**src/ssnf_pkg.sv**
```systemverilog
// shared types, constants and segment lookup for the seven-segment formatter
`default_nettype none
package ssnf_pkg;

  localparam int VAL_W       = 27;
  localparam int QUO_W       = 24;
  localparam int DIGIT_COUNT = 8;
  localparam int IDX_W       = $clog2(DIGIT_COUNT);
  localparam int QUEUE_DEPTH = 2;
  localparam int STEP_COUNT  = 7;

  localparam logic [7:0] CMD_INT_BASE  = 8'h97;
  localparam logic [7:0] CMD_REAL_BASE = 8'h9A;
  localparam logic [7:0] SEG_MINUS     = 8'h01;
  localparam logic [7:0] SEG_BLANK     = 8'h00;
  localparam logic [7:0] SEG_ERROR     = 8'h6F;
  localparam logic [7:0] SEG_DP        = 8'h80;

  localparam logic [VAL_W-1:0] LIM_INT = VAL_W'(999);
  localparam logic [VAL_W-1:0] LIM_E4  = VAL_W'(10000);
  localparam logic [VAL_W-1:0] LIM_E5  = VAL_W'(100000);
  localparam logic [VAL_W-1:0] LIM_E6  = VAL_W'(1000000);

  // exact x/10 for any 32-bit x: (x * 0xCCCCCCCD) >> 35
  localparam logic [31:0] RECIP10     = 32'hCCCC_CCCD;
  localparam int          RECIP_SHIFT = 35;
  localparam int          PROD_W      = VAL_W + 32;

  // classified item from the front end
  typedef struct packed {
    logic             real_mode;
    logic             neg;
    logic             err;
    logic [2:0]       scale;      // [0] a>=1e4, [1] a>=1e5, [2] a>=1e6
    logic [VAL_W-1:0] mag;
  } cls_t;

  // finished digit record, digit[0] is display position 4
  typedef struct packed {
    logic             real_mode;
    logic             neg;
    logic             err;
    logic [2:0]       scale;
    logic [3:0][3:0]  digit;
  } digs_t;

  function automatic logic [7:0] seg_of(input logic [3:0] d);
    logic [7:0] s;
    unique case (d)
      4'd0:    s = 8'h7E;
      4'd1:    s = 8'h30;
      4'd2:    s = 8'h6D;
      4'd3:    s = 8'h79;
      4'd4:    s = 8'h33;
      4'd5:    s = 8'h5B;
      4'd6:    s = 8'h5F;
      4'd7:    s = 8'h70;
      4'd8:    s = 8'h7F;
      4'd9:    s = 8'h7B;
      default: s = SEG_BLANK;
    endcase
    return s;
  endfunction

endpackage
`default_nettype wire

```
**src/ssnf_emit.sv**
```systemverilog
// back end write sequencer: eight command and segment writes per item into an output register
`default_nettype none
module ssnf_emit (
  input  wire logic             clk,
  input  wire logic             rst_n,
  input  wire logic             dig_valid,
  output logic                  dig_take,
  input  wire ssnf_pkg::digs_t  dig_data,
  output logic                  out_valid,
  input  wire logic             out_ready,
  output logic [7:0]            out_cmd,
  output logic [7:0]            out_seg,
  output logic                  out_last
);

  logic                        valid_r;
  logic [ssnf_pkg::IDX_W-1:0]  idx_r;
  logic [ssnf_pkg::IDX_W-1:0]  idx_nxt;
  ssnf_pkg::digs_t             rec_r;
  ssnf_pkg::digs_t             src;
  logic [7:0]                  cmd_r;
  logic [7:0]                  cmd_nxt;
  logic [7:0]                  seg_r;
  logic [7:0]                  seg_nxt;
  logic                        last_r;
  logic                        take;
  logic                        finishing;
  logic [1:0]                  pos;
  logic [7:0]                  dig_seg;
  logic                        dp_here;

  assign take      = valid_r & out_ready;
  assign finishing = ~valid_r | (take & last_r);
  assign dig_take  = finishing & dig_valid;

  always_comb begin
    src     = dig_take ? dig_data : rec_r;
    idx_nxt = dig_take ? '0 : idx_r + ssnf_pkg::IDX_W'(1);
    pos     = 2'(idx_nxt - ssnf_pkg::IDX_W'(4));
    dig_seg = ssnf_pkg::seg_of(src.digit[pos]);
    // decimal point lands on the first digit whose range was not exceeded
    if (!src.scale[0]) begin
      dp_here = (idx_nxt == ssnf_pkg::IDX_W'(4));
    end else if (!src.scale[1]) begin
      dp_here = (idx_nxt == ssnf_pkg::IDX_W'(5));
    end else if (!src.scale[2]) begin
      dp_here = (idx_nxt == ssnf_pkg::IDX_W'(6));
    end else begin
      dp_here = 1'b0;
    end
    if (src.real_mode) begin
      cmd_nxt = ssnf_pkg::CMD_REAL_BASE - 8'(idx_nxt);
      if (idx_nxt < ssnf_pkg::IDX_W'(3)) begin
        seg_nxt = ssnf_pkg::SEG_BLANK;
      end else if (idx_nxt == ssnf_pkg::IDX_W'(3)) begin
        seg_nxt = src.neg ? ssnf_pkg::SEG_MINUS : ssnf_pkg::SEG_BLANK;
      end else begin
        seg_nxt = dig_seg | (dp_here ? ssnf_pkg::SEG_DP : ssnf_pkg::SEG_BLANK);
      end
    end else begin
      cmd_nxt = ssnf_pkg::CMD_INT_BASE - 8'(idx_nxt);
      if (idx_nxt < ssnf_pkg::IDX_W'(5)) begin
        seg_nxt = ssnf_pkg::SEG_BLANK;
      end else begin
        seg_nxt = src.err ? ssnf_pkg::SEG_ERROR : dig_seg;
      end
    end
  end

  always_ff @(posedge clk) begin
    if (!rst_n) begin
      valid_r <= 1'b0;
    end else if (dig_take) begin
      valid_r <= 1'b1;
    end else if (finishing) begin
      valid_r <= 1'b0;
    end
  end

  always_ff @(posedge clk) begin
    if (dig_take || take) begin
      rec_r  <= src;
      idx_r  <= idx_nxt;
      cmd_r  <= cmd_nxt;
      seg_r  <= seg_nxt;
      last_r <= (idx_nxt == ssnf_pkg::IDX_W'(ssnf_pkg::DIGIT_COUNT - 1));
    end
  end

  assign out_valid = valid_r;
  assign out_cmd   = cmd_r;
  assign out_seg   = seg_r;
  assign out_last  = last_r;

endmodule
`default_nettype wire

```
**config.mk**
```make
export PLATFORM = sky130hd
export DESIGN_NAME = ssnf_emit
export DESIGN_NICKNAME = d
export VERILOG_FILES = /design/src/ssnf_pkg.sv /design/src/ssnf_emit.sv
export SDC_FILE = /design/constraint.sdc
export NUM_CORES = 1
export LEC_CHECK = 0
export BUFFER_PORTS_ARGS = -buffer_cell sky130_fd_sc_hd__buf_2
export CORE_MARGIN = 5
export CORE_UTILIZATION = 49
export DETAILED_ROUTE_END_ITERATION = 10
export GPL_TIMING_DRIVEN = 1
export PLACE_DENSITY = 0.82
export SLEW_MARGIN = 10
export SYNTH_ARGS = -nofsm -noshare
export SYNTH_HDL_FRONTEND = slang
export SYNTH_SLANG_ARGS = --single-unit
```
**constraint.sdc**
```tcl
create_clock -name clk -period 3.3 [get_ports clk]
set_input_delay 0 -clock clk [delete_from_list [all_inputs] [get_ports clk]]
set_output_delay 0 -clock clk [all_outputs]
set_load 0.02 [all_outputs]
```
==> reports/results.ini <==
[layout]
mostFrequentLayoutCell=nand2_1
antenna-diode-count=0
drive_gt1_frac=0.263
fill_cells=354
nNetsFinal=291
multiInputGateArea_um2=977
seqCellArea_mm2=0.00116
fin_cells=307
final_cell_mix=nand2_1 (53), buf_2 (40), edfxtp_1 (38)
syn2layout_area_growth_pct=21.2

[cts]
cts_resized=0
clk_pin_slew_ns=0.08
cts-htree-levels=2
cts_num_sinks=39
hold_buffers=14
cts_tree=built
clk_latency_ns=0.30
cts_setup_buffers=0
ctsRootBufferMaster=clkbuf_8
cts.path.max_buffers=2
cts_made_buffers=5

[sta]
tns_ns=0
drv_slew=0
rsz0062_at_grt=no
min_period_ns=2.79
worst_pin_slew_ns=1.16
post-route-period-util=0.847
finalHoldViolCount=0
setup_viol=0
clock-skew-final_ns=0.00653
max_freq_ghz=0.358
relSlewSlack=0.224

[synthesis]
ys_warn_count=0
yosysTopAreaCell=edfxtp_1
ys_seq_elements=39
synthDistinctLibCells=53
ys.flop_type=edfxtp_1
async_flop_share=0
syn_area_mm2=0.00221
yosysSeqAreaShare=0.524
synth_area_per_cell_um2=11.2
synth_top_area_frac=0.515
syn_inst=197
synth_edf_count=38
synth_area_leaders=edfxtp_1 (52%), nand2_1 (9.0%), ha_1 (6.2%), mux4_2 (3.1%), mux2_2 (2.0%)

[hold_path]
min_path_type=input pin to flop

[power]
powerDensity_mw_per_mm2=515
power_uw=1380
p_leak_uw=0.00118
ir_drop_uv=292

[global_routing]
antenna_found_initial=0
track_usage=0.160
grt_overflow=0
grt_pass1_vias=1580
grt_start_max_net_pins=39
grt_pass1_wl_um=7540

[worst_setup_path]
crit_type=flop to flop
end_kind=flop
cp_max_fo=10
crit_arrival_ns=2.90
critPathRequiredTime_ns=3.41
start_kind=flop

[die]
start_util=0.505
dieWidth_um=77.2
die_h_um=77.2
dieArea_mm2=0.00596
placeableCoreArea_mm2=0.00438
ios=45
rows=24

[route]
drt_iter0_drc=126
vias_per_cell=5.24
antenna_left=0
route.detailed.drc=0
vias=1608
wire_per_inst_um=15.0
wl_um=4590
firstDrtPassIters=4

[place]
place_congestion=0.894
io_buffers=40
place_hpwl_um=3190
dp_cells=285

[run_status]
status=finished, final reports clean

[run]
drv_cap=0

metrics by stage:
stage	util	hold slack (ns)	setup slack, ns	instance area, µm²
after floorplan	-	0.154	0.604	2220
after global placement	0.562	0.258	0.628	2460
after detailed placement	0.562	0.263	0.551	2460
after CTS	0.612	0.0283	0.528	2680
after global routing	0.612	0.0407	0.278	2680
final	0.612	0.0338	0.506	2680
sequential cells by signal, indices dropped and copies added, names as in the netlist:
register,count
idx_r,3
out_cmd,4
out_last,1
out_seg,8
out_valid,1
rec_r,22
cell type report:
type | instances | share of cell area
flip-flops and latches | 39 | 0.433
clock buffers | 6 | 0.0270
clock inverters | 2 | 0.00280
multi-input cells | 141 | 0.364
well taps | 52 | 0.0242
repair buffers | 57 | 0.135
inverters | 10 | 0.0140
critical path, cell delays in order, from the launching register on:
cell,delay [ns]
edfxtp_1,0.42
ha_1,0.42
o21ai_2,0.23
inv_1,0.20
ha_1,0.28
nor3b_1,0.21
o221ai_1,0.13
o21a_1,0.23
o21bai_1,0.22
a311oi_1,0.28
synthesized netlist by cell type (all sizes together) (2+ instances only):
cell and number:
nand2 54, edfxtp 38, ha 11, inv 10
buf 9, nor2 9, o21ai 9, mux2 6
a21boi 5, a211o 3, a21oi 3, mux4 3
o21a 3, a2111oi 2, a21o 2, a22oi 2
conb 2, mux2i 2, nor3 2
per-layer routing:
| layer | global-route usage | vias to the layer above | part of all wire |
|---|---|---|---|
| met5 | 0 | - | 0 |
| met4 | 0.0412 | 0 | 0.011 |
| met3 | 0.0574 | 5 | 0.056 |
| met2 | 0.244 | 48 | 0.48 |
| met1 | 0.215 | 735 | 0.45 |
| li1 | - | 820 | - |
power by group:
part           internal [µW]  switching (µW)
registers                634            24.6
logic                    169             248
clock network            144             163
worst paths after layout:
| check | endpoint | slack (ns) | start | cells past startpoint |
|---|---|---|---|---|
| setup / recovery | out_seg[4] | 0.51 | idx_r[0] | 9 |
| hold / removal | rec_r[0] | 0.03 | dig_data[0] | 2 |
| setup reg to reg | out_seg[4] | 0.51 | idx_r[0] | 9 |
| hold reg to reg | rec_r[18] | 0.55 | rec_r[18] | 2 |
logic make-up (layout without fill, tap and decap cells):
logic type      Yosys count  count (layout)  share of synthesized area
compound gates           40              40                      0.147
xor+xnor                  2               2                    0.00791
fa+ha+maj                11              11                     0.0621
buf+inv                  19              75                     0.0429
flops                    39              39                      0.524
mux                      11              11                     0.0734
other cells               2               4                    0.00339
simple gates             73              73                      0.139
Note: power is estimated with default switching activity, not from simulation.
