File: config.mk
export PLATFORM = sky130hd
export DESIGN_NAME = ssnf_front
export DESIGN_NICKNAME = d
export VERILOG_FILES = /design/src/ssnf_pkg.sv /design/src/ssnf_front.sv
export SDC_FILE = /design/constraint.sdc
export NUM_CORES = 1
export LEC_CHECK = 0
export BUFFER_PORTS_ARGS = -buffer_cell sky130_fd_sc_hd__buf_2
export CORE_UTILIZATION = 50
export DETAILED_ROUTE_END_ITERATION = 10
export PLACE_DENSITY_LB_ADDON = 0.3
export SLEW_MARGIN = 10
export SYNTH_ARGS = -nofsm -noshare
export SYNTH_HDL_FRONTEND = slang
export SYNTH_SLANG_ARGS = --single-unit
File: constraint.sdc
create_clock -name clk -period 6.3 [get_ports clk]
set_input_delay 0.315 -clock clk [delete_from_list [all_inputs] [get_ports clk]]
set_output_delay 0.315 -clock clk [all_outputs]
set_load 0.02 [all_outputs]
File: src/ssnf_pkg.sv
// shared types, constants and segment lookup for the seven-segment formatter
`default_nettype none
package ssnf_pkg;

  localparam int VAL_W       = 27;
  localparam int QUO_W       = 24;
  localparam int DIGIT_COUNT = 8;
  localparam int IDX_W       = $clog2(DIGIT_COUNT);
  localparam int QUEUE_DEPTH = 2;
  localparam int STEP_COUNT  = 7;

  localparam logic [7:0] CMD_INT_BASE  = 8'h97;
  localparam logic [7:0] CMD_REAL_BASE = 8'h9A;
  localparam logic [7:0] SEG_MINUS     = 8'h01;
  localparam logic [7:0] SEG_BLANK     = 8'h00;
  localparam logic [7:0] SEG_ERROR     = 8'h6F;
  localparam logic [7:0] SEG_DP        = 8'h80;

  localparam logic [VAL_W-1:0] LIM_INT = VAL_W'(999);
  localparam logic [VAL_W-1:0] LIM_E4  = VAL_W'(10000);
  localparam logic [VAL_W-1:0] LIM_E5  = VAL_W'(100000);
  localparam logic [VAL_W-1:0] LIM_E6  = VAL_W'(1000000);

  // exact x/10 for any 32-bit x: (x * 0xCCCCCCCD) >> 35
  localparam logic [31:0] RECIP10     = 32'hCCCC_CCCD;
  localparam int          RECIP_SHIFT = 35;
  localparam int          PROD_W      = VAL_W + 32;

  // classified item from the front end
  typedef struct packed {
    logic             real_mode;
    logic             neg;
    logic             err;
    logic [2:0]       scale;      // [0] a>=1e4, [1] a>=1e5, [2] a>=1e6
    logic [VAL_W-1:0] mag;
  } cls_t;

  // finished digit record, digit[0] is display position 4
  typedef struct packed {
    logic             real_mode;
    logic             neg;
    logic             err;
    logic [2:0]       scale;
    logic [3:0][3:0]  digit;
  } digs_t;

  function automatic logic [7:0] seg_of(input logic [3:0] d);
    logic [7:0] s;
    unique case (d)
      4'd0:    s = 8'h7E;
      4'd1:    s = 8'h30;
      4'd2:    s = 8'h6D;
      4'd3:    s = 8'h79;
      4'd4:    s = 8'h33;
      4'd5:    s = 8'h5B;
      4'd6:    s = 8'h5F;
      4'd7:    s = 8'h70;
      4'd8:    s = 8'h7F;
      4'd9:    s = 8'h7B;
      default: s = SEG_BLANK;
    endcase
    return s;
  endfunction

endpackage
`default_nettype wire

File: src/ssnf_front.sv
// front end: accepts items, takes the magnitude and classifies range and mode
`default_nettype none
module ssnf_front (
  input  wire logic                         clk,
  input  wire logic                         rst_n,
  input  wire logic                         in_valid,
  output logic                              in_ready,
  input  wire logic                         req_type,
  input  wire logic [ssnf_pkg::VAL_W-1:0]   value,
  output logic                              q_valid,
  input  wire logic                         q_ready,
  output ssnf_pkg::cls_t                    q_data
);

  logic                         valid_r;
  ssnf_pkg::cls_t               cls_r;
  ssnf_pkg::cls_t               cls_nxt;
  logic [ssnf_pkg::VAL_W-1:0]   mag;

  always_comb begin
    mag = value[ssnf_pkg::VAL_W-1] ? (~value + ssnf_pkg::VAL_W'(1)) : value;
    cls_nxt.real_mode = req_type;
    cls_nxt.neg       = req_type & value[ssnf_pkg::VAL_W-1];
    cls_nxt.err       = ~req_type &
                        (value[ssnf_pkg::VAL_W-1] | (value > ssnf_pkg::LIM_INT));
    cls_nxt.mag       = req_type ? mag : value;
    if (req_type) begin
      cls_nxt.scale = {mag >= ssnf_pkg::LIM_E6, mag >= ssnf_pkg::LIM_E5,
                       mag >= ssnf_pkg::LIM_E4};
    end else begin
      cls_nxt.scale = 3'b000;
    end
  end

  assign in_ready = ~valid_r | q_ready;
  assign q_valid  = valid_r;
  assign q_data   = cls_r;

  always_ff @(posedge clk) begin
    if (!rst_n) begin
      valid_r <= 1'b0;
    end else if (in_ready) begin
      valid_r <= in_valid;
    end
  end

  always_ff @(posedge clk) begin
    if (in_ready) begin
      cls_r <= cls_nxt;
    end
  end

endmodule
`default_nettype wire

==> results.sh, run 1 <==
export IMPL_status="completed"
export IMPL_holdPathEnd="q_valid"
export IMPL_dpl_worst_slack_ns=3.438
export IMPL_post_drt_wl_per_cell_um=15.01
export IMPL_drc=0
export IMPL_ir_drop_mv=0.09714
export IMPL_synth_ff_type="edfxtp_1"
export IMPL_crit_type="in2reg"
export IMPL_critPathBufInv=1
export IMPL_core_rowCount=25
export IMPL_cp_slowest_cell="or4_1"
export IMPL_ys_seq_elements=34
export IMPL_fp_dieH_um=71.93
export IMPL_setup_violations=0
export IMPL_clock_path_buffers=2
export IMPL_power_density_mw_per_mm2=204.0
export IMPL_fin_tns_setup_ns=0
export IMPL_start_util=0.5176
export IMPL_cts_max_level=2
export IMPL_relSlewSlack=0.6350
export IMPL_diodes=0
export IMPL_via_count=2118
export IMPL_grt_pass1_vias=1864
export IMPL_clk_latency_ns=0.29
export IMPL_cts_tree="done"
export IMPL_synthCells=249
export IMPL_drt_iter0_drc=130
export IMPL_post_cts_setup_buffers=0
export IMPL_yosysWarnings=0
export IMPL_io_buffers=66
export IMPL_r2r_setup_slack_ns=5.17
export IMPL_avgSynthCellArea_um2=9.819
export IMPL_yosys_area_top_type="edfxtp_1"
export IMPL_clk_pin_slew_ns=0.07
export IMPL_synth_edf_count=33
export IMPL_finalWorstSetupSlack_ns=3.714
export IMPL_finalHoldViolCount=0
export IMPL_worstPathCellList="buf_2 > nor4_4 > nand4_2 > o31ai_1 > xnor2_1 > or4_1 > nor2_2 > a31oi_1"
export IMPL_drv_slew=0
export IMPL_num_fill_cells=422
export IMPL_cts_resized=0
export IMPL_crit_path_end_kind="flop"
export IMPL_hp_class="in2reg"
export IMPL_tightest_slew_ns=0.5442
export IMPL_antenna_found_initial=0
export IMPL_r2r_cells=2
export IMPL_critPathRequiredTime_ns=6.33
export IMPL_grt_max_degree=36
export IMPL_grt_usage=0.2203
export IMPL_ys_types=58
export IMPL_critical_path_startpoint="value[5]"
export IMPL_dr_pass1_iters=4
export IMPL_grt_overflow_total=0
export IMPL_synthArstFlopShare=0
export IMPL_fp_dieW_um=71.93
export IMPL_grt_pass1_wl_um=8873
export IMPL_start_kind="primary input"
export IMPL_syn_nets=283
export IMPL_drive_gt1_frac=0.2810
export IMPL_wirelength_um=5600
export IMPL_critPathTopFamily="simple AND/OR/NAND/NOR gates"
export IMPL_syn_area_mm2=0.002445
export IMPL_cts_sinks=34
export IMPL_min_period_ns=2.586
export IMPL_power_leakage_nw=1.090
export IMPL_fin_nets=339
export IMPL_crit_path_max_incr_delay_ns=0.49
export IMPL_yosys_top_cells_area="edfxtp_1 (41%), xnor2_1 (6.8%), xor2_1 (5.0%)"
export IMPL_finClkSkew_ns=0.01150
export IMPL_via_per_inst=5.678
export IMPL_reg2reg_from="q_valid"
export IMPL_clock_fmax_ghz=0.3867
export IMPL_critPathArrivalTime_ns=2.62
export IMPL_boundaryPins=67
export IMPL_postRouteAntennaNets=0
export IMPL_cts_root_buf="clkbuf_8"
export IMPL_min_path_cells=3
export IMPL_die_area_mm2=0.005173
export IMPL_cp_max_fo=15
export IMPL_max_cap_viol_count=0
export IMPL_core_mm2=0.004723
export IMPL_cts_buffers=5
export IMPL_place_gp_congestion=0.8548
export IMPL_syn_to_final_growth_pct=16.63
export IMPL_rsz0062_at_grt="false"
export IMPL_dp_hpwl_um=3941
export IMPL_synth_seq_area_share=0.4135
export IMPL_hold_start="in_valid"
export IMPL_min_period_over_period=0.4104
export IMPL_r2r_end="q_data[6]"
export IMPL_cts_hold_buf=0
export IMPL_synth_top_area_frac=0.4053
[layer usage]
| metal | global-route usage | vias to the layer above | share of wire |
|---|---|---|---|
| met2 | 0.3501 | 60 | 0.47 |
| met4 | 0.06972 | 0 | 0.012 |
| met1 | 0.2983 | 1012 | 0.47 |
| met5 | 0 | - | 0 |
| met3 | 0.05417 | 9 | 0.045 |
| li1 | - | 1037 | - |
[cell usage after synthesis (2+ instances only)]
library cell   n
nand3b_1       2
nand4b_1       2
or3_1          6
xnor2_1       19
or4_1          4
o31ai_1        9
o2111a_1       2
a32o_1         2
and3_1         2
nor4_1         2
xor2_1        14
nor4_4         2
ha_1           2
buf_1          2
a32oi_1        2
nand2b_1       2
buf_6          3
a21oi_1        5
nor2_1        27
nand4_2        2
a311o_1        2
and2_1         3
nor2b_1        2
o41ai_1        4
o21ai_1        2
edfxtp_1      33
nand3_1        7
inv_1          6
nor3_1         7
o21ai_0       10
clkbuf_1      10
nand2_1       23
buf_2          2
nand4_1        3
[state kept, by name, indices dropped and copies added (netlist names)]
signal	flops
q_data	33
q_valid	1
[kinds of logic after synthesis]
logic type | synth area share
multiplexers | 0.004094
AND/OR/NAND/NOR | 0.2467
adder cells (fa/ha/maj) | 0.01023
flip-flops | 0.4135
buffers and inverters | 0.05015
AO/OA/AOI/OAI | 0.1571
XOR/XNOR | 0.1182
[worst max-delay path by stage]
stage / to / slack, ns / depth (start not counted)
detailed placement: q_data[28] / 3.44 / 8
CTS: q_data[28] / 3.74 / 8
global placement: q_data[27] / 3.49 / 8
floorplan: q_data[28] / 3.86 / 8
finish: q_data[27] / 3.71 / 8
global route: q_data[27] / 3.58 / 8
[final cells by class]
cell class	instances	area, um2	share of cell area
Clock inverter	2	8.758	0.003072
Clock buffer	6	72.57	0.02545
Timing Repair Buffer	67	337.8	0.1185
Tap cell	67	83.83	0.02940
Multi-Input combinational cell	190	1311	0.4599
Inverter	7	26.28	0.009215
Sequential cell	34	1011	0.3545
[layout by cell type, fill, tap and decap left out, types with 6 or more instances in the layout]
master and n:
buf_2 66, edfxtp_1 33, nor2_1 27, nand2_1 23, xnor2_1 19, xor2_1 14
o21ai_0 10, o31ai_1 9, nand3_1 7, nor3_1 7, inv_1 6, or3_1 6
[where the power goes]
group | switching (mW) | total, mW | internal, mW
combinational | 0.0938 | 0.144 | 0.0503
clock | 0.0816 | 0.158 | 0.0760
sequential | 0.00503 | 0.280 | 0.275
total | 0.180 | 0.582 | 0.401
[worst register-to-register path: stages, from the launching register on]
cell      delay (ns)
dfxtp_1         0.31
nand2b_1        0.06
buf_4           0.39
[metrics by stage]
step	cells	instance area (um2)	total power, mW	hold slack [ns]	utilization
floorplan	249	2445	0.3826	0.4139	-
global placement	365	2770	0.4262	0.5584	0.5865
detailed placement	365	2770	0.4279	0.5711	0.5865
CTS	373	2851	0.5847	0.2714	0.6037
global route	373	2851	0.6065	0.2867	0.6037
finish	373	2851	0.5818	0.2727	0.6037
Note: power is estimated with default switching activity, not from simulation.
==> run 2: changes to the inputs <==
ABC_AREA = 1   (was not set)
CORE_UTILIZATION = 49   (was 50)
clock period = 2.34 ns   (was 6.3 ns; I/O delays follow)
==> run 2 against run 1 <==
Net effect: final cell count rose by 45%; utilization grew 1.2 points; via count increased by 39%; hold slack worse by 0.21 ns; power rose to 2.9 times the previous value; non-clock buffer count is 4 higher; flip-flop and latch count unchanged; highest routed layer unchanged.
==> results.sh, run 2 <==
export IMPL_status="completed"
export IMPL_cts_max_level=2
export IMPL_r2r_setup_slack_ns=1.24
export IMPL_dr_pass1_iters=5
export IMPL_min_period_over_period=0.8202
export IMPL_power_switching_uw=577.6
export IMPL_synth_edf_count=33
export IMPL_cts_root_buf="clkbuf_8"
export IMPL_die_area_mm2=0.005869
export IMPL_dp_cells=533
export IMPL_finClkSkew_ns=0.004339
export IMPL_fp_dieH_um=76.61
export IMPL_synth_seq_area_share=0.3706
export IMPL_power_density_mw_per_mm2=523.2
export IMPL_yosysWarnings=0
export IMPL_syn_area_mm2=0.002728
export IMPL_grt_max_degree=36
export IMPL_synth_most_common_cell="nand2_1"
export IMPL_cp_max_fo=24
export IMPL_clkPwrFrac=0.276
export IMPL_boundaryPins=67
export IMPL_dpl_worst_slack_ns=0.1598
export IMPL_relSlewSlack=0.6021
export IMPL_layout_commonest_cell="nand2_1"
export IMPL_final_util=0.6161
export IMPL_cts_buffers=5
export IMPL_dp_hpwl_um=6215
export IMPL_ys_types=30
export IMPL_via_per_inst=5.442
export IMPL_post_drt_wl_per_cell_um=14.64
export IMPL_grt_pass1_vias=2763
export IMPL_p_total_mw=1.688
export IMPL_comb_power_share=0.283
export IMPL_wirelength_um=7922
export IMPL_crit_type="in2reg"
export IMPL_synthCells=401
export IMPL_reg2reg_from="q_valid"
export IMPL_hp_class="in2reg"
export IMPL_core_rowCount=26
export IMPL_post_cts_setup_buffers=0
export IMPL_start_kind="primary input"
export IMPL_diodes=0
export IMPL_layout_common_cells="nand2_1 (128), buf_2 (66), nor2_1 (57), inv_1 (40), nand3_1 (37)"
export IMPL_switching_share=0.3421
export IMPL_min_path_cells=1
export IMPL_r2r_end="q_data[6]"
export IMPL_clock_fmax_ghz=0.5210
export IMPL_fin_nets=504
export IMPL_core_mm2=0.005238
export IMPL_holdPathEnd="q_data[0]"
export IMPL_finalWorstSetupSlack_ns=0.4206
export IMPL_avgSynthCellArea_um2=6.802
export IMPL_finalHoldViolCount=0
export IMPL_clk_latency_ns=0.29
export IMPL_drv_slew=0
export IMPL_synthArstFlopShare=0
export IMPL_ir_drop_mv=0.2906
export IMPL_yosys_top_cells_area="edfxtp_1 (36%), nand2_1 (18%), nor2_1 (7.8%)"
export IMPL_topRoutingLayerUsed="met4"
export IMPL_p_seq_frac=0.442
export IMPL_critPathArrivalTime_ns=1.95
export IMPL_cts_resized=0
export IMPL_syn_nets=435
export IMPL_yosys_area_top_type="edfxtp_1"
export IMPL_synth_top_area_frac=0.3633
export IMPL_min_period_ns=1.919
export IMPL_tightest_slew_ns=0.5914
export IMPL_ys_top_cells_by_count="nand2_1 (128), nor2_1 (57), inv_1 (40)"
export IMPL_syn_to_final_growth_pct=18.30
export IMPL_via_count=2944
export IMPL_cts_sinks=34
export IMPL_postRouteAntennaNets=0
export IMPL_power_leakage_nw=1.568
export IMPL_antenna_found_initial=0
export IMPL_grt_pass1_wl_um=13090
export IMPL_final_instance_count_excl_fill=541
export IMPL_r2r_cells=2
export IMPL_routedLengthMet1_um=3644
export IMPL_ys_seq_elements=34
export IMPL_drt_iter0_drc=214
export IMPL_io_buffers=66
export IMPL_start_util=0.5208
export IMPL_synth_ff_type="edfxtp_1"
export IMPL_setup_violations=0
export IMPL_drive_gt1_frac=0.2293
export IMPL_largest_register_ffs=33
export IMPL_grt_overflow_total=0
export IMPL_place_gp_congestion=1.013
export IMPL_rsz0062_at_grt="false"
export IMPL_fin_tns_setup_ns=0
export IMPL_max_cap_viol_count=0
export IMPL_clock_path_buffers=2
export IMPL_fp_dieW_um=76.61
export IMPL_met2WireLength_um=3487
export IMPL_cts_hold_buf=0
export IMPL_crit_path_end_kind="flop"
export IMPL_grt_usage=0.2880
export IMPL_num_fill_cells=536
export IMPL_intPower_mw=1.111
export IMPL_critPathRequiredTime_ns=2.37
export IMPL_hold_start="value[0]"
export IMPL_drc=0
export IMPL_wl_met3_um=663
export IMPL_cts_tree="done"
export IMPL_clk_pin_slew_ns=0.08
-- run 2: layout make-up --
cell class	instances	area, um2	area share
clock buffers	6	82.58	0.02559
clock inverters	2	12.51	0.003877
inverters	42	157.7	0.04886
multi-input cells	316	1508	0.4672
flip-flops and latches	34	1011	0.3133
well taps	70	87.58	0.02714
repair buffers	71	367.9	0.1140
-- run 2: worst max-delay path by stage --
stage / start / end / slack, ns / depth (start not counted)
after global placement: value[26] / q_data[29] / 0.21 / 10
after CTS: value[26] / q_data[29] / 0.46 / 10
after detailed placement: value[26] / q_data[29] / 0.16 / 10
after floorplan: value[0] / q_data[27] / 0.67 / 13
after global routing: value[26] / q_data[29] / 0.22 / 10
final: value[26] / q_data[29] / 0.42 / 10
-- run 2: layer usage --
layer | vias up | GRT usage
li1 | 1451 | -
met1 | 1331 | 0.4110
met2 | 147 | 0.4459
met3 | 15 | 0.04311
met4 | 0 | 0.09423
met5 | - | 0
-- run 2: kinds of logic (layout without fill, tap and decap cells) --
family,after synthesis,after routing,synth area share
xor gates and xnor gates,1,1,0.003212
AOI/OAI and AO/OA,45,45,0.08899
buffers and inverters,51,121,0.07660
DFF,34,34,0.3706
adders and majority gates,2,2,0.009173
and+or+nand+nor,268,268,0.4514
-- run 2: worst max-delay path, cell delays in order --
cell     delay (ns)
buf_2          0.44
inv_2          0.25
nor2_1         0.30
nor2_4         0.10
nand4_1        0.11
nand3_1        0.10
nor2_1         0.24
nand2_1        0.11
nor2_1         0.11
a21oi_1        0.06
-- run 2: power by group through the flow --
stage / clock (mW) / sequential (mW) / combinational (mW)
2_1_floorplan: 0 / 0.839 / 0.223
3_5_place_dp: 0 / 0.760 / 0.469
3_3_place_gp: 0 / 0.758 / 0.466
5_1_grt: 0.502 / 0.752 / 0.521
4_1_cts: 0.473 / 0.747 / 0.471
6_report: 0.465 / 0.746 / 0.477
-- run 2: metrics by stage --
step           hold WS [ns]  cell area (um2)
6_report            0.05894             3227
5_1_grt             0.05483             3227
3_5_place_dp         0.3518             3132
3_3_place_gp         0.3421             3132
4_1_cts             0.05319             3227
2_1_floorplan        0.2159             2728
