`config.mk`:
```
export PLATFORM = sky130hd
export DESIGN_NAME = ssnf_queue
export DESIGN_NICKNAME = d
export VERILOG_FILES = /design/src/ssnf_pkg.sv /design/src/ssnf_queue.sv
export SDC_FILE = /design/constraint.sdc
export NUM_CORES = 1
export LEC_CHECK = 0
export ABC_AREA = 0
export BUFFER_PORTS_ARGS = -buffer_cell sky130_fd_sc_hd__buf_2
export CORE_UTILIZATION = 50
export CTS_CLUSTER_DIAMETER = 200
export CTS_CLUSTER_SIZE = 14
export DETAILED_ROUTE_END_ITERATION = 12
export MAX_ROUTING_LAYER = met4
export PLACE_DENSITY = 0.86
export SLEW_MARGIN = 20
export SYNTH_ARGS = -nofsm -noshare
export SYNTH_HDL_FRONTEND = slang
export SYNTH_SLANG_ARGS = --single-unit
```
`constraint.sdc`:
```
create_clock -name clk -period 3.1 [get_ports clk]
set_clock_uncertainty 0.05 [all_clocks]
set_input_delay 0.31 -clock clk [delete_from_list [all_inputs] [get_ports clk]]
set_output_delay 0.31 -clock clk [all_outputs]
set_load 0.005 [all_outputs]
```
`src/ssnf_pkg.sv`:
```
// shared types, constants and segment lookup for the seven-segment formatter
`default_nettype none
package ssnf_pkg;

  localparam int VAL_W       = 27;
  localparam int QUO_W       = 24;
  localparam int DIGIT_COUNT = 8;
  localparam int IDX_W       = $clog2(DIGIT_COUNT);
  localparam int QUEUE_DEPTH = 2;
  localparam int STEP_COUNT  = 7;

  localparam logic [7:0] CMD_INT_BASE  = 8'h97;
  localparam logic [7:0] CMD_REAL_BASE = 8'h9A;
  localparam logic [7:0] SEG_MINUS     = 8'h01;
  localparam logic [7:0] SEG_BLANK     = 8'h00;
  localparam logic [7:0] SEG_ERROR     = 8'h6F;
  localparam logic [7:0] SEG_DP        = 8'h80;

  localparam logic [VAL_W-1:0] LIM_INT = VAL_W'(999);
  localparam logic [VAL_W-1:0] LIM_E4  = VAL_W'(10000);
  localparam logic [VAL_W-1:0] LIM_E5  = VAL_W'(100000);
  localparam logic [VAL_W-1:0] LIM_E6  = VAL_W'(1000000);

  // exact x/10 for any 32-bit x: (x * 0xCCCCCCCD) >> 35
  localparam logic [31:0] RECIP10     = 32'hCCCC_CCCD;
  localparam int          RECIP_SHIFT = 35;
  localparam int          PROD_W      = VAL_W + 32;

  // classified item from the front end
  typedef struct packed {
    logic             real_mode;
    logic             neg;
    logic             err;
    logic [2:0]       scale;      // [0] a>=1e4, [1] a>=1e5, [2] a>=1e6
    logic [VAL_W-1:0] mag;
  } cls_t;

  // finished digit record, digit[0] is display position 4
  typedef struct packed {
    logic             real_mode;
    logic             neg;
    logic             err;
    logic [2:0]       scale;
    logic [3:0][3:0]  digit;
  } digs_t;

  function automatic logic [7:0] seg_of(input logic [3:0] d);
    logic [7:0] s;
    unique case (d)
      4'd0:    s = 8'h7E;
      4'd1:    s = 8'h30;
      4'd2:    s = 8'h6D;
      4'd3:    s = 8'h79;
      4'd4:    s = 8'h33;
      4'd5:    s = 8'h5B;
      4'd6:    s = 8'h5F;
      4'd7:    s = 8'h70;
      4'd8:    s = 8'h7F;
      4'd9:    s = 8'h7B;
      default: s = SEG_BLANK;
    endcase
    return s;
  endfunction

endpackage
`default_nettype wire

```
`src/ssnf_queue.sv`:
```
// short queue of classified items between front and back end
`default_nettype none
module ssnf_queue (
  input  wire logic            clk,
  input  wire logic            rst_n,
  input  wire logic            push_valid,
  output logic                 push_ready,
  input  wire ssnf_pkg::cls_t  push_data,
  output logic                 pop_valid,
  input  wire logic            pop_ready,
  output ssnf_pkg::cls_t       pop_data
);

  localparam int AW = (ssnf_pkg::QUEUE_DEPTH > 1) ? $clog2(ssnf_pkg::QUEUE_DEPTH) : 1;
  localparam int CW = $clog2(ssnf_pkg::QUEUE_DEPTH + 1);

  ssnf_pkg::cls_t  mem_r [ssnf_pkg::QUEUE_DEPTH];
  logic [AW-1:0]   wr_ptr_r;
  logic [AW-1:0]   rd_ptr_r;
  logic [CW-1:0]   count_r;
  logic            do_push;
  logic            do_pop;

  assign push_ready = (count_r != CW'(ssnf_pkg::QUEUE_DEPTH));
  assign pop_valid  = (count_r != '0);
  assign pop_data   = mem_r[rd_ptr_r];
  assign do_push    = push_valid & push_ready;
  assign do_pop     = pop_valid & pop_ready;

  always_ff @(posedge clk) begin
    if (!rst_n) begin
      wr_ptr_r <= '0;
      rd_ptr_r <= '0;
      count_r  <= '0;
    end else begin
      if (do_push) begin
        wr_ptr_r <= (wr_ptr_r == AW'(ssnf_pkg::QUEUE_DEPTH - 1)) ? '0 : wr_ptr_r + AW'(1);
      end
      if (do_pop) begin
        rd_ptr_r <= (rd_ptr_r == AW'(ssnf_pkg::QUEUE_DEPTH - 1)) ? '0 : rd_ptr_r + AW'(1);
      end
      if (do_push && !do_pop) begin
        count_r <= count_r + CW'(1);
      end else if (!do_push && do_pop) begin
        count_r <= count_r - CW'(1);
      end
    end
  end

  always_ff @(posedge clk) begin
    if (do_push) begin
      mem_r[wr_ptr_r] <= push_data;
    end
  end

endmodule
`default_nettype wire

```
==> run metrics, run 1 <==
largest area contributor in the synthesized netlist=edfxtp_1; dpl cell area=0.00307 mm^2; post-CTS setup buffer count=0; clk_lat worst skew=0.32 ns; critical path startpoint category=flop; asr flop ratio synth=0; Sw Ratio=0.254; worst r2r dst=count_r[1]; Hold-fix buffers, CTS=0; share of layout cells above drive strength 1=0.575; Syn Inst Count=127; remaining antenna violation count=0; Nets=247; Clock power frac=0.239; Primary FF master, synth=edfxtp_1; worst reg2reg path depth=5; total CTS buffers=9; critical path arrival=1.96 ns; Yosys top cell area share=0.758; post-CTS sizing=0; die width=74.3 um; IO Count=72; Max Slew Vio Count=0; post-DR vias/cell=4.83; setup slack, reg-to-reg=1.47 ns; CTS tree=yes; cell area after synthesis=0.00262 mm^2; Synth Area in Compound Gates=0.0134; simple-gate portion of the synthesized area=0.0249; Final min period=2.32 ns; first-pass GRT wire length=6290 um; Initial Util=0.536; Worst-path clk slew=0.06 ns; Setup crit end kind=primary output; Seq cells post-synth=71; Hold Fails Final Rpt=0; sw power=0.000615 W; post-synthesis mux area share=0.142; Setup-failing EPs final=0; syn_nets=165; worst-path maximum fanout=19; TNS Setup=0 ns; Synth Area in Adders=0.00478; antenna violations before repair=0; fin area=0.00322 mm^2; GR Overflow Total=0; CTS max path bufs=2; H-tree depth=3; kind of critical path=reg2out; most frequent cells after synthesis=edfxtp_1, mux2_2, dfxtp_1; cell internal pwr=0.00180 W; Die ar.=0.00553 mm^2; Max-slew headroom=0.569; Hold Path End=mem_r[0][18]; Residual DRC=0; I/O Buffers=71; final wirelength=4170 um; Hold Slack=0.119 ns; status=completed; Worst Path Required=2.74 ns; Seq/Total Area, Yosys=0.796; Leak=1.22 nW; Comb pwr share=0.237; Reg power frac=0.524; Period Utilization, post-route=0.748; top cells by area, synth=edfxtp_1, mux2_2, dfxtp_1, and2_1, buf_2; drt wl/cell=14.8 um; VDD IR-drop max=0.500 mV; Detailed Routing Iterations Pass 1=4; vias in the first global route=1428; routability congestion estimate=0.662; core footprint=0.00488 mm^2; Mean Syn Cell Area=20.6 um^2; Die Ht=74.3 um; clk sinks=71; largest net degree at the start of global routing=34; Fmax=0.431 GHz; Post-synth EDFFs=66; ant diodes=0; area grow syn2layout=23.1%; R2R Path Start=count_r[0]; Tightest Pin Transition=0.645 ns; synthesized-area fraction occupied by xor and xnor cells=0.0100; count leader, synth=edfxtp_1; hold path cells=1; Final HPWL DP=2840 um; fill cell count=369; Initial DRC Count=40; routed via count=1356; unrepaired setup endpoints after global routing=no; Synth cell types=19; Max-cap violations=0; Warnings, synthesis=0; Clock Root Buffer=clkbuf_8; FP Rows=25; largest family of logic cells by synthesized area=multiplexers; P per Cell Area=751 mW/mm^2; hold_sp=push_data[18]; GRT Total Usage=0.173; Min-Delay Path Class=in2reg
## cell type report
type | count | area (um^2) | area share
clock inverters | 5 | 25.0 | 0.00777
inverters | 1 | 3.75 | 0.00117
clock buffers | 11 | 131 | 0.0408
well taps | 67 | 83.8 | 0.0260
flip-flops and latches | 71 | 2080 | 0.646
repair buffers | 75 | 385 | 0.120
multi-input cells | 51 | 510 | 0.158
## layout by cell type, fill, tap and decap left out, drive strengths merged, types with 2 or more instances in the layout
cell	Yosys	layout
buf	4	75
edfxtp	66	66
mux2	33	33
clkbuf	0	11
dfxtp	5	5
and2	4	4
clkinv	0	4
xnor2	2	2
o21ai	2	2
a21boi	2	2
## per-stage QoR
stage	std cells	power (W)	worst slack, ns	util
floorplan	127	0.00163	1.24	-
global placement	265	0.00185	1.12	0.628
detailed placement	265	0.00187	1.09	0.628
CTS	281	0.00245	0.737	0.660
global route	281	0.00255	0.662	0.660
finish	281	0.00242	0.782	0.660
## worst max-delay path by stage
stage | from | end | slack [ns]
6_report | flop | pop_data[30] | 0.78
4_1_cts | flop | pop_data[30] | 0.74
3_3_place_gp | flop | pop_data[13] | 1.12
2_1_floorplan | count_r[0] | mem_r[1][0] | 1.24
3_5_place_dp | flop | pop_data[30] | 1.09
5_1_grt | flop | pop_data[12] | 0.66
## cells by family (layout without fill, tap and decap cells)
family	Yosys count	after routing
DFF	71	71
muxes	33	33
and+or+nand+nor	9	9
AOI/OAI and AO/OA	5	5
buffers and inverters	5	92
xor gates and xnor gates	3	3
adders and majority gates	1	1
## flip-flops by register name, summed over array words and instances (netlist names), named ones only
| name | cells |
|---|---|
| mem_r | 66 |
| count_r | 2 |
| rd_ptr_r | 1 |
| wr_ptr_r | 1 |
## critical path, stage by stage (launching register included)
cell and delay (ns):
dfxtp_1 0.74, buf_4 0.38, mux2_2 0.38, buf_2 0.13
## power groups by stage
stage	Combinational [W]	Sequential (W)	Clock, W
2_1_floorplan	0.000379	0.00125	0
3_3_place_gp	0.000567	0.00128	0
3_5_place_dp	0.000579	0.00129	0
4_1_cts	0.000584	0.00127	0.000598
5_1_grt	0.000636	0.00128	0.000630
6_report	0.000573	0.00127	0.000578
## metal layers
layer / part of all wire / GRT usage
met1: 0.42 / 0.183
met5: 0 / -
met2: 0.50 / 0.290
met4: 0.016 / 0.101
met3: 0.063 / 0.0501
Power figures use the tool's default switching activity.
==> run 2, diff against run 1 <==
--- a/config.mk
+++ b/config.mk
@@ -7,12 +7,12 @@
 export LEC_CHECK = 0
 export ABC_AREA = 0
 export BUFFER_PORTS_ARGS = -buffer_cell sky130_fd_sc_hd__buf_2
-export CORE_UTILIZATION = 50
+export CORE_UTILIZATION = 46
 export CTS_CLUSTER_DIAMETER = 200
 export CTS_CLUSTER_SIZE = 14
 export DETAILED_ROUTE_END_ITERATION = 12
 export MAX_ROUTING_LAYER = met4
-export PLACE_DENSITY = 0.86
+export PLACE_DENSITY = 0.83
 export SLEW_MARGIN = 20
 export SYNTH_ARGS = -nofsm -noshare
 export SYNTH_HDL_FRONTEND = slang
==> constraint.sdc (replaced) <==
create_clock -name clk -period 1.85 [get_ports clk]
set_clock_uncertainty 0.05 [all_clocks]
set_input_delay 0.185 -clock clk [delete_from_list [all_inputs] [get_ports clk]]
set_output_delay 0.185 -clock clk [all_outputs]
set_load 0.005 [all_outputs]
==> run 2 against run 1 <==
Net effect: cell count is 13% higher; clock-buffer cell count is 1 lower; non-clock buffer count is 32 higher; first-iteration DRC count is 73% higher; critical path depth stayed put; flip-flop and latch count stayed put; die area is 8.5% higher; final area is 13% higher; utilization is 0.086 points lower; hold slack worse by 0.054 ns; combinational power is 94% higher; sequential share of layout area is 7.3 points lower; critical path type unchanged; largest cell class unchanged.
==> run metrics, run 2 (synthesized netlist as in run 1, its figures left out) <==
final non-filler cell total=318 (+13%); I/O Buffers=71 (unchanged); Tightest Pin Transition=0.201 ns (-0.445 ns); GRT Total Usage=0.169 (-0.00386); share of layout cells above drive strength 1=0.512 (-0.0626); Slowest-stage cell, CP=mux2_2; GR Overflow Total=0 (unchanged); routability congestion estimate=0.667 (+0.85%); VDD IR-drop max=0.692 mV (+38%); largest registers=mem_r (66), count_r (2); final wirelength=4630 um (+11%); Min-Delay Path Class=in2reg; Detailed Routing Iterations Pass 1=4 (unchanged); kind of critical path=reg2out; post-DR vias/cell=4.78 (-0.95%); Leak=1.37 nW (+13%); Comb pwr share=0.253 (+0.016); area grow syn2layout=38.8%; Reg power frac=0.474 (-0.050); die width=77.4 um (+4.1%); status=completed; critical path startpoint category=flop; Top reg by flops=mem_r; Cell Count Post-Placement=269 (+1.5%); Initial Util=0.475 (-0.0610); post-CTS sizing=0 (unchanged); largest net degree at the start of global routing=34 (unchanged); clk_lat worst skew=0.32 ns (about the same); Nets=279 (+13%); H-tree depth=3 (unchanged); fin util=0.659 (-0.000860); ant diodes=0 (unchanged); Clock power frac=0.273 (+0.034); worst-path maximum fanout=33 (+14); vias in the first global route=1530 (+7.1%); Max-cap violations=0 (unchanged); first-pass GRT wire length=7210 um (+15%); critical path arrival=1.42 ns (-0.54 ns); Max-slew headroom=0.865 (+0.296); Residual DRC=0 (unchanged); unrepaired setup endpoints after global routing=no; Clock Root Buffer=clkbuf_8; antenna violations before repair=0 (unchanged); TNS Setup=0 ns (unchanged); CTS tree=yes; Crit path buffers/inverters=2 (unchanged); Sw Ratio=0.257 (+0.00305); CP max stage delay=0.37 ns (-0.37 ns); Setup-failing EPs final=0 (unchanged); Worst-path clk slew=0.07 ns (about the same); clk sinks=71 (unchanged); most frequent cells in the layout=buf_2, edfxtp_1, mux2_2, dlygate4sd3_1, clkbuf_8; core footprint=0.00551 mm^2 (+13%); P per Cell Area=1210 mW/mm^2 (+61%); drt wl/cell=14.6 um (-2.0%); CTS max path bufs=2 (unchanged); sw power=0.00113 W (+84%); CP cell instances=buf_12 > mux2_2 > buf_2; max reg flops=66 (unchanged); Setup crit end kind=primary output; total CTS buffers=9 (unchanged); cell internal pwr=0.00326 W (+81%); Fmax=0.603 GHz; Die Ht=77.4 um (+4.1%); Die ar.=0.00599 mm^2 (+8.5%); Initial DRC Count=69 (+73%); routed via count=1520 (+12%); Final min period=1.66 ns; IO Count=72 (unchanged); fill cell count=386 (+4.6%); Max Slew Vio Count=0 (unchanged); family with the most delay on the worst path=multiplexers; Period Utilization, post-route=0.896; FP Rows=27 (+8.0%); Worst Path Required=1.62 ns (-1.12 ns); overall power=0.00439 W (+82%); Final HPWL DP=2730 um (-4.0%); most common cell after layout, fill and taps aside=buf_2; Hold Fails Final Rpt=0 (unchanged); remaining antenna violation count=0 (unchanged)
-- run 2: changes by cell type in the layout (fill, tap and decap cells not counted), sizes merged --
| cell | before | now |
|---|---|---|
| inv | 1 | 2 |
| clkinv | 4 | 1 |
| bufinv | 0 | 1 |
| clkinvlp | 1 | 3 |
| buf | 75 | 74 |
| dlygate4sd3 | 0 | 33 |
| clkbuf | 11 | 10 |
-- run 2: power groups by stage --
stage	combinational (W)	sequential [W]	clock, W
after floorplan	0.000636	0.00210	0
after global placement	0.00104	0.00210	0
after detailed placement	0.00106	0.00212	0
after CTS	0.00112	0.00209	0.00123
after global routing	0.00120	0.00210	0.00130
final	0.00111	0.00208	0.00120
-- run 2: final timing paths --
kind | from | end | slack, ns | depth (start not counted)
hold / removal | rst_n | count_r[0] | 0.07 | 2
setup / recovery | flop | pop_data[29] | 0.19 | 3
hold reg to reg | count_r[1] | count_r[1] | 0.50 | 2
setup reg to reg | count_r[0] | count_r[1] | 0.22 | 5
-- run 2: repair_timing --
action | 4_1_cts | 5_1_grt
setup buffers | 0 | 0
hold buffers | 33 | 0
endpoints found under the hold margin | 65 | 0
-- run 2: metrics by stage --
stage | cell area, um^2 | setup WS (ns) | hold slack [ns]
floorplan | 2620 | 0.113 | 0.234
global placement | 3100 | 0.295 | 0.323
detailed placement | 3100 | 0.225 | 0.327
CTS | 3630 | 0.171 | 0.0590
global route | 3630 | 0.124 | 0.0505
finish | 3630 | 0.192 | 0.0655
-- run 2: worst reg2reg max path, stage by stage, from the launching register on --
cell and delay, ns:
dfxtp_1 0.36, nand2b_4 0.18, and2_1 0.17, ha_1 0.33, or3_1 0.35, a21boi_1 0.14
-- run 2: area by class of cell --
class,instances,area (um^2),share of cell area
Sequential cell,71,2080,0.573
Timing Repair Buffer,107,746,0.205
Multi-Input combinational cell,51,512,0.141
Clock buffer,10,128,0.0351
Tap cell,72,90.1,0.0248
Clock inverter,6,70.1,0.0193
Inverter,1,3.75,0.00103
-- run 2: routing by layer --
layer  global-route usage  share of wire  vias to the layer above
li1                     -              -                      720
met1                0.179           0.39                      743
met2                0.295           0.55                       45
met3               0.0282          0.035                       12
met4                0.106          0.025                        0
met5                    -              0                        -
==> run 3, diff against run 2 <==
--- a/config.mk
+++ b/config.mk
@@ -6,13 +6,13 @@
 export NUM_CORES = 1
 export LEC_CHECK = 0
 export ABC_AREA = 0
-export BUFFER_PORTS_ARGS = -buffer_cell sky130_fd_sc_hd__buf_2
-export CORE_UTILIZATION = 46
+export CORE_UTILIZATION = 50
 export CTS_CLUSTER_DIAMETER = 200
 export CTS_CLUSTER_SIZE = 14
 export DETAILED_ROUTE_END_ITERATION = 12
+export DONT_BUFFER_PORTS = 1
 export MAX_ROUTING_LAYER = met4
-export PLACE_DENSITY = 0.83
+export PLACE_DENSITY = 0.77
 export SLEW_MARGIN = 20
 export SYNTH_ARGS = -nofsm -noshare
 export SYNTH_HDL_FRONTEND = slang
==> run 3 against run 2 <==
Net effect: sequential share of layout area grew 6.3 points; worst setup slack lost 0.00052 ns; hold slack worse by 0.035 ns; largest cell class unchanged; largest power group unchanged.
==> run metrics, run 3 (synthesized netlist as in run 1, its figures left out) <==
largest registers=mem_r (66), count_r (2); Sw Ratio=0.244 (-0.0129); CTS max path bufs=2 (unchanged); Setup crit end kind=flop; max reg flops=66 (unchanged); Tightest Pin Transition=0.282 ns (+0.0816 ns); clk_lat worst skew=0.33 ns (about the same); post-DR vias/cell=5.09 (+6.5%); final wirelength=4250 um (-8.3%); Initial Util=0.536 (+0.0610); Residual DRC=0 (unchanged); status=completed; Leak=1.11 nW (-19%); CP cell instances=nand2b_4 > and2_1 > ha_1 > or3_1 > a21boi_1; core footprint=0.00488 mm^2 (-11%); Worst Path Required=2.06 ns (+0.44 ns); largest net degree at the start of global routing=34 (unchanged); die width=74.3 um (-4.0%); Max-slew headroom=0.812 (-0.0535); clk sinks=71 (unchanged); TNS Setup=0 ns (unchanged); footprint of the multi-input gates=512 um^2 (unchanged); Fmax=0.603 GHz (about the same); critical path startpoint category=flop; cell internal pwr=0.00314 W (-3.6%); GRT Total Usage=0.165 (-0.00392); sequential cell area=0.00208 mm^2 (unchanged); Nets=211 (-24%); Die Ht=74.3 um (-4.0%); antenna violations before repair=0 (unchanged); routability congestion estimate=0.659 (-1.2%); Slowest-stage cell, CP=dfxtp_1; Max-cap violations=0 (unchanged); remaining antenna violation count=0 (unchanged); Cell Count Post-Placement=195 (-28%); Clock Root Buffer=clkbuf_8; Top reg by flops=mem_r; Clock power frac=0.292 (+0.019); ant diodes=0 (unchanged); Die ar.=0.00553 mm^2 (-7.8%); kind of critical path=reg2reg; final non-filler cell total=245 (-23%); CP max stage delay=0.37 ns (about the same); share of layout cells above drive strength 1=0.315 (-0.198); I/O Buffers=0 (-100%); routed via count=1247 (-18%); Detailed Routing Iterations Pass 1=4 (unchanged); worst-path maximum fanout=5 (-85%); IO Count=72 (unchanged); Initial DRC Count=38 (-45%); fill cell count=350 (-9.3%); post-CTS setup buffer count=0 (unchanged); total CTS buffers=9 (unchanged); sw power=0.00102 W (-10%); CTS tree=yes; vias in the first global route=1345 (-12%); unrepaired setup endpoints after global routing=no; P per Cell Area=1270 mW/mm^2 (+5.1%); Setup-failing EPs final=0 (unchanged); Reg power frac=0.502 (+0.028); area grow syn2layout=25.1%; Max Slew Vio Count=0 (unchanged); critical path arrival=1.87 ns (+0.45 ns); Hold Fails Final Rpt=0 (unchanged); VDD IR-drop max=0.990 mV (+43%); Min-Delay Path Class=in2reg; Worst-path clk slew=0.07 ns (about the same); Period Utilization, post-route=0.896 (about the same); most frequent cells in the layout=edfxtp_1, dlygate4sd3_1, mux2_2; H-tree depth=3 (unchanged); first-pass GRT wire length=6100 um (-15%); most common cell after layout, fill and taps aside=edfxtp_1; drt wl/cell=17.3 um (+19%); Final HPWL DP=2590 um (-4.9%); Comb pwr share=0.206 (-0.047); Final min period=1.66 ns (+0.000525 ns); FP Rows=25 (-7.4%); GR Overflow Total=0 (unchanged)
==> run 3: final timing paths <==
kind,from,to,slack [ns],depth (start not counted)
max,count_r[0],count_r[1],0.19,5
min,push_valid,wr_ptr_r,0.03,2
max reg2reg,count_r[0],count_r[1],0.19,5
min reg2reg,count_r[1],count_r[1],0.52,2
==> run 3: final cells by class <==
| cell class | count | share of cell area |
|---|---|---|
| sequential | 71 | 0.636 |
| multi-input combinational | 51 | 0.156 |
| timing repair buffer | 39 | 0.119 |
| clock buffer | 13 | 0.0485 |
| tap | 67 | 0.0256 |
| clock inverter | 3 | 0.0130 |
| inverter | 1 | 0.00115 |
==> run 3: per-layer routing <==
metal	up-vias	part of all wire	wire length, um	GRT usage
li1	582	-	-	-
met1	614	0.38	1610	0.166
met2	45	0.55	2330	0.293
met3	6	0.059	250	0.0556
met4	0	0.013	56	0.0692
met5	-	0	0	-
==> run 3: timing repair <==
item | CTS | global route
endpoints found under the hold margin | 71 | 0
gates resized for setup | 0 | 0
hold buffers | 34 | 0
==> run 3: worst max-delay path, delay by kind of cell, from the launching register on <==
kind / cells / cell delay [ns]
adder cells (fa/ha/maj): 1 / 0.33
AO/OA/AOI/OAI: 1 / 0.14
AND/OR/NAND/NOR: 3 / 0.70
flip-flops: 1 / 0.37
==> run 3: power groups by stage <==
stage | clock (W) | combinational, W | sequential (W)
3_5_place_dp | 0 | 0.000803 | 0.00212
6_report | 0.00121 | 0.000858 | 0.00209
5_1_grt | 0.00131 | 0.000927 | 0.00211
4_1_cts | 0.00124 | 0.000883 | 0.00209
3_3_place_gp | 0 | 0.000779 | 0.00210
2_1_floorplan | 0 | 0.000636 | 0.00210
==> run 3: through the flow <==
step / util / area (um^2) / power, W / hold slack (ns) / worst slack (ns)
floorplan: - / 2620 / 0.00273 / 0.234 / 0.113
CTS: 0.671 / 3270 / 0.00421 / 0.00992 / 0.178
finish: 0.671 / 3270 / 0.00416 / 0.0308 / 0.192
global placement: 0.560 / 2730 / 0.00288 / 0.234 / 0.291
global route: 0.671 / 3270 / 0.00435 / 0.0192 / 0.115
detailed placement: 0.560 / 2730 / 0.00293 / 0.234 / 0.190
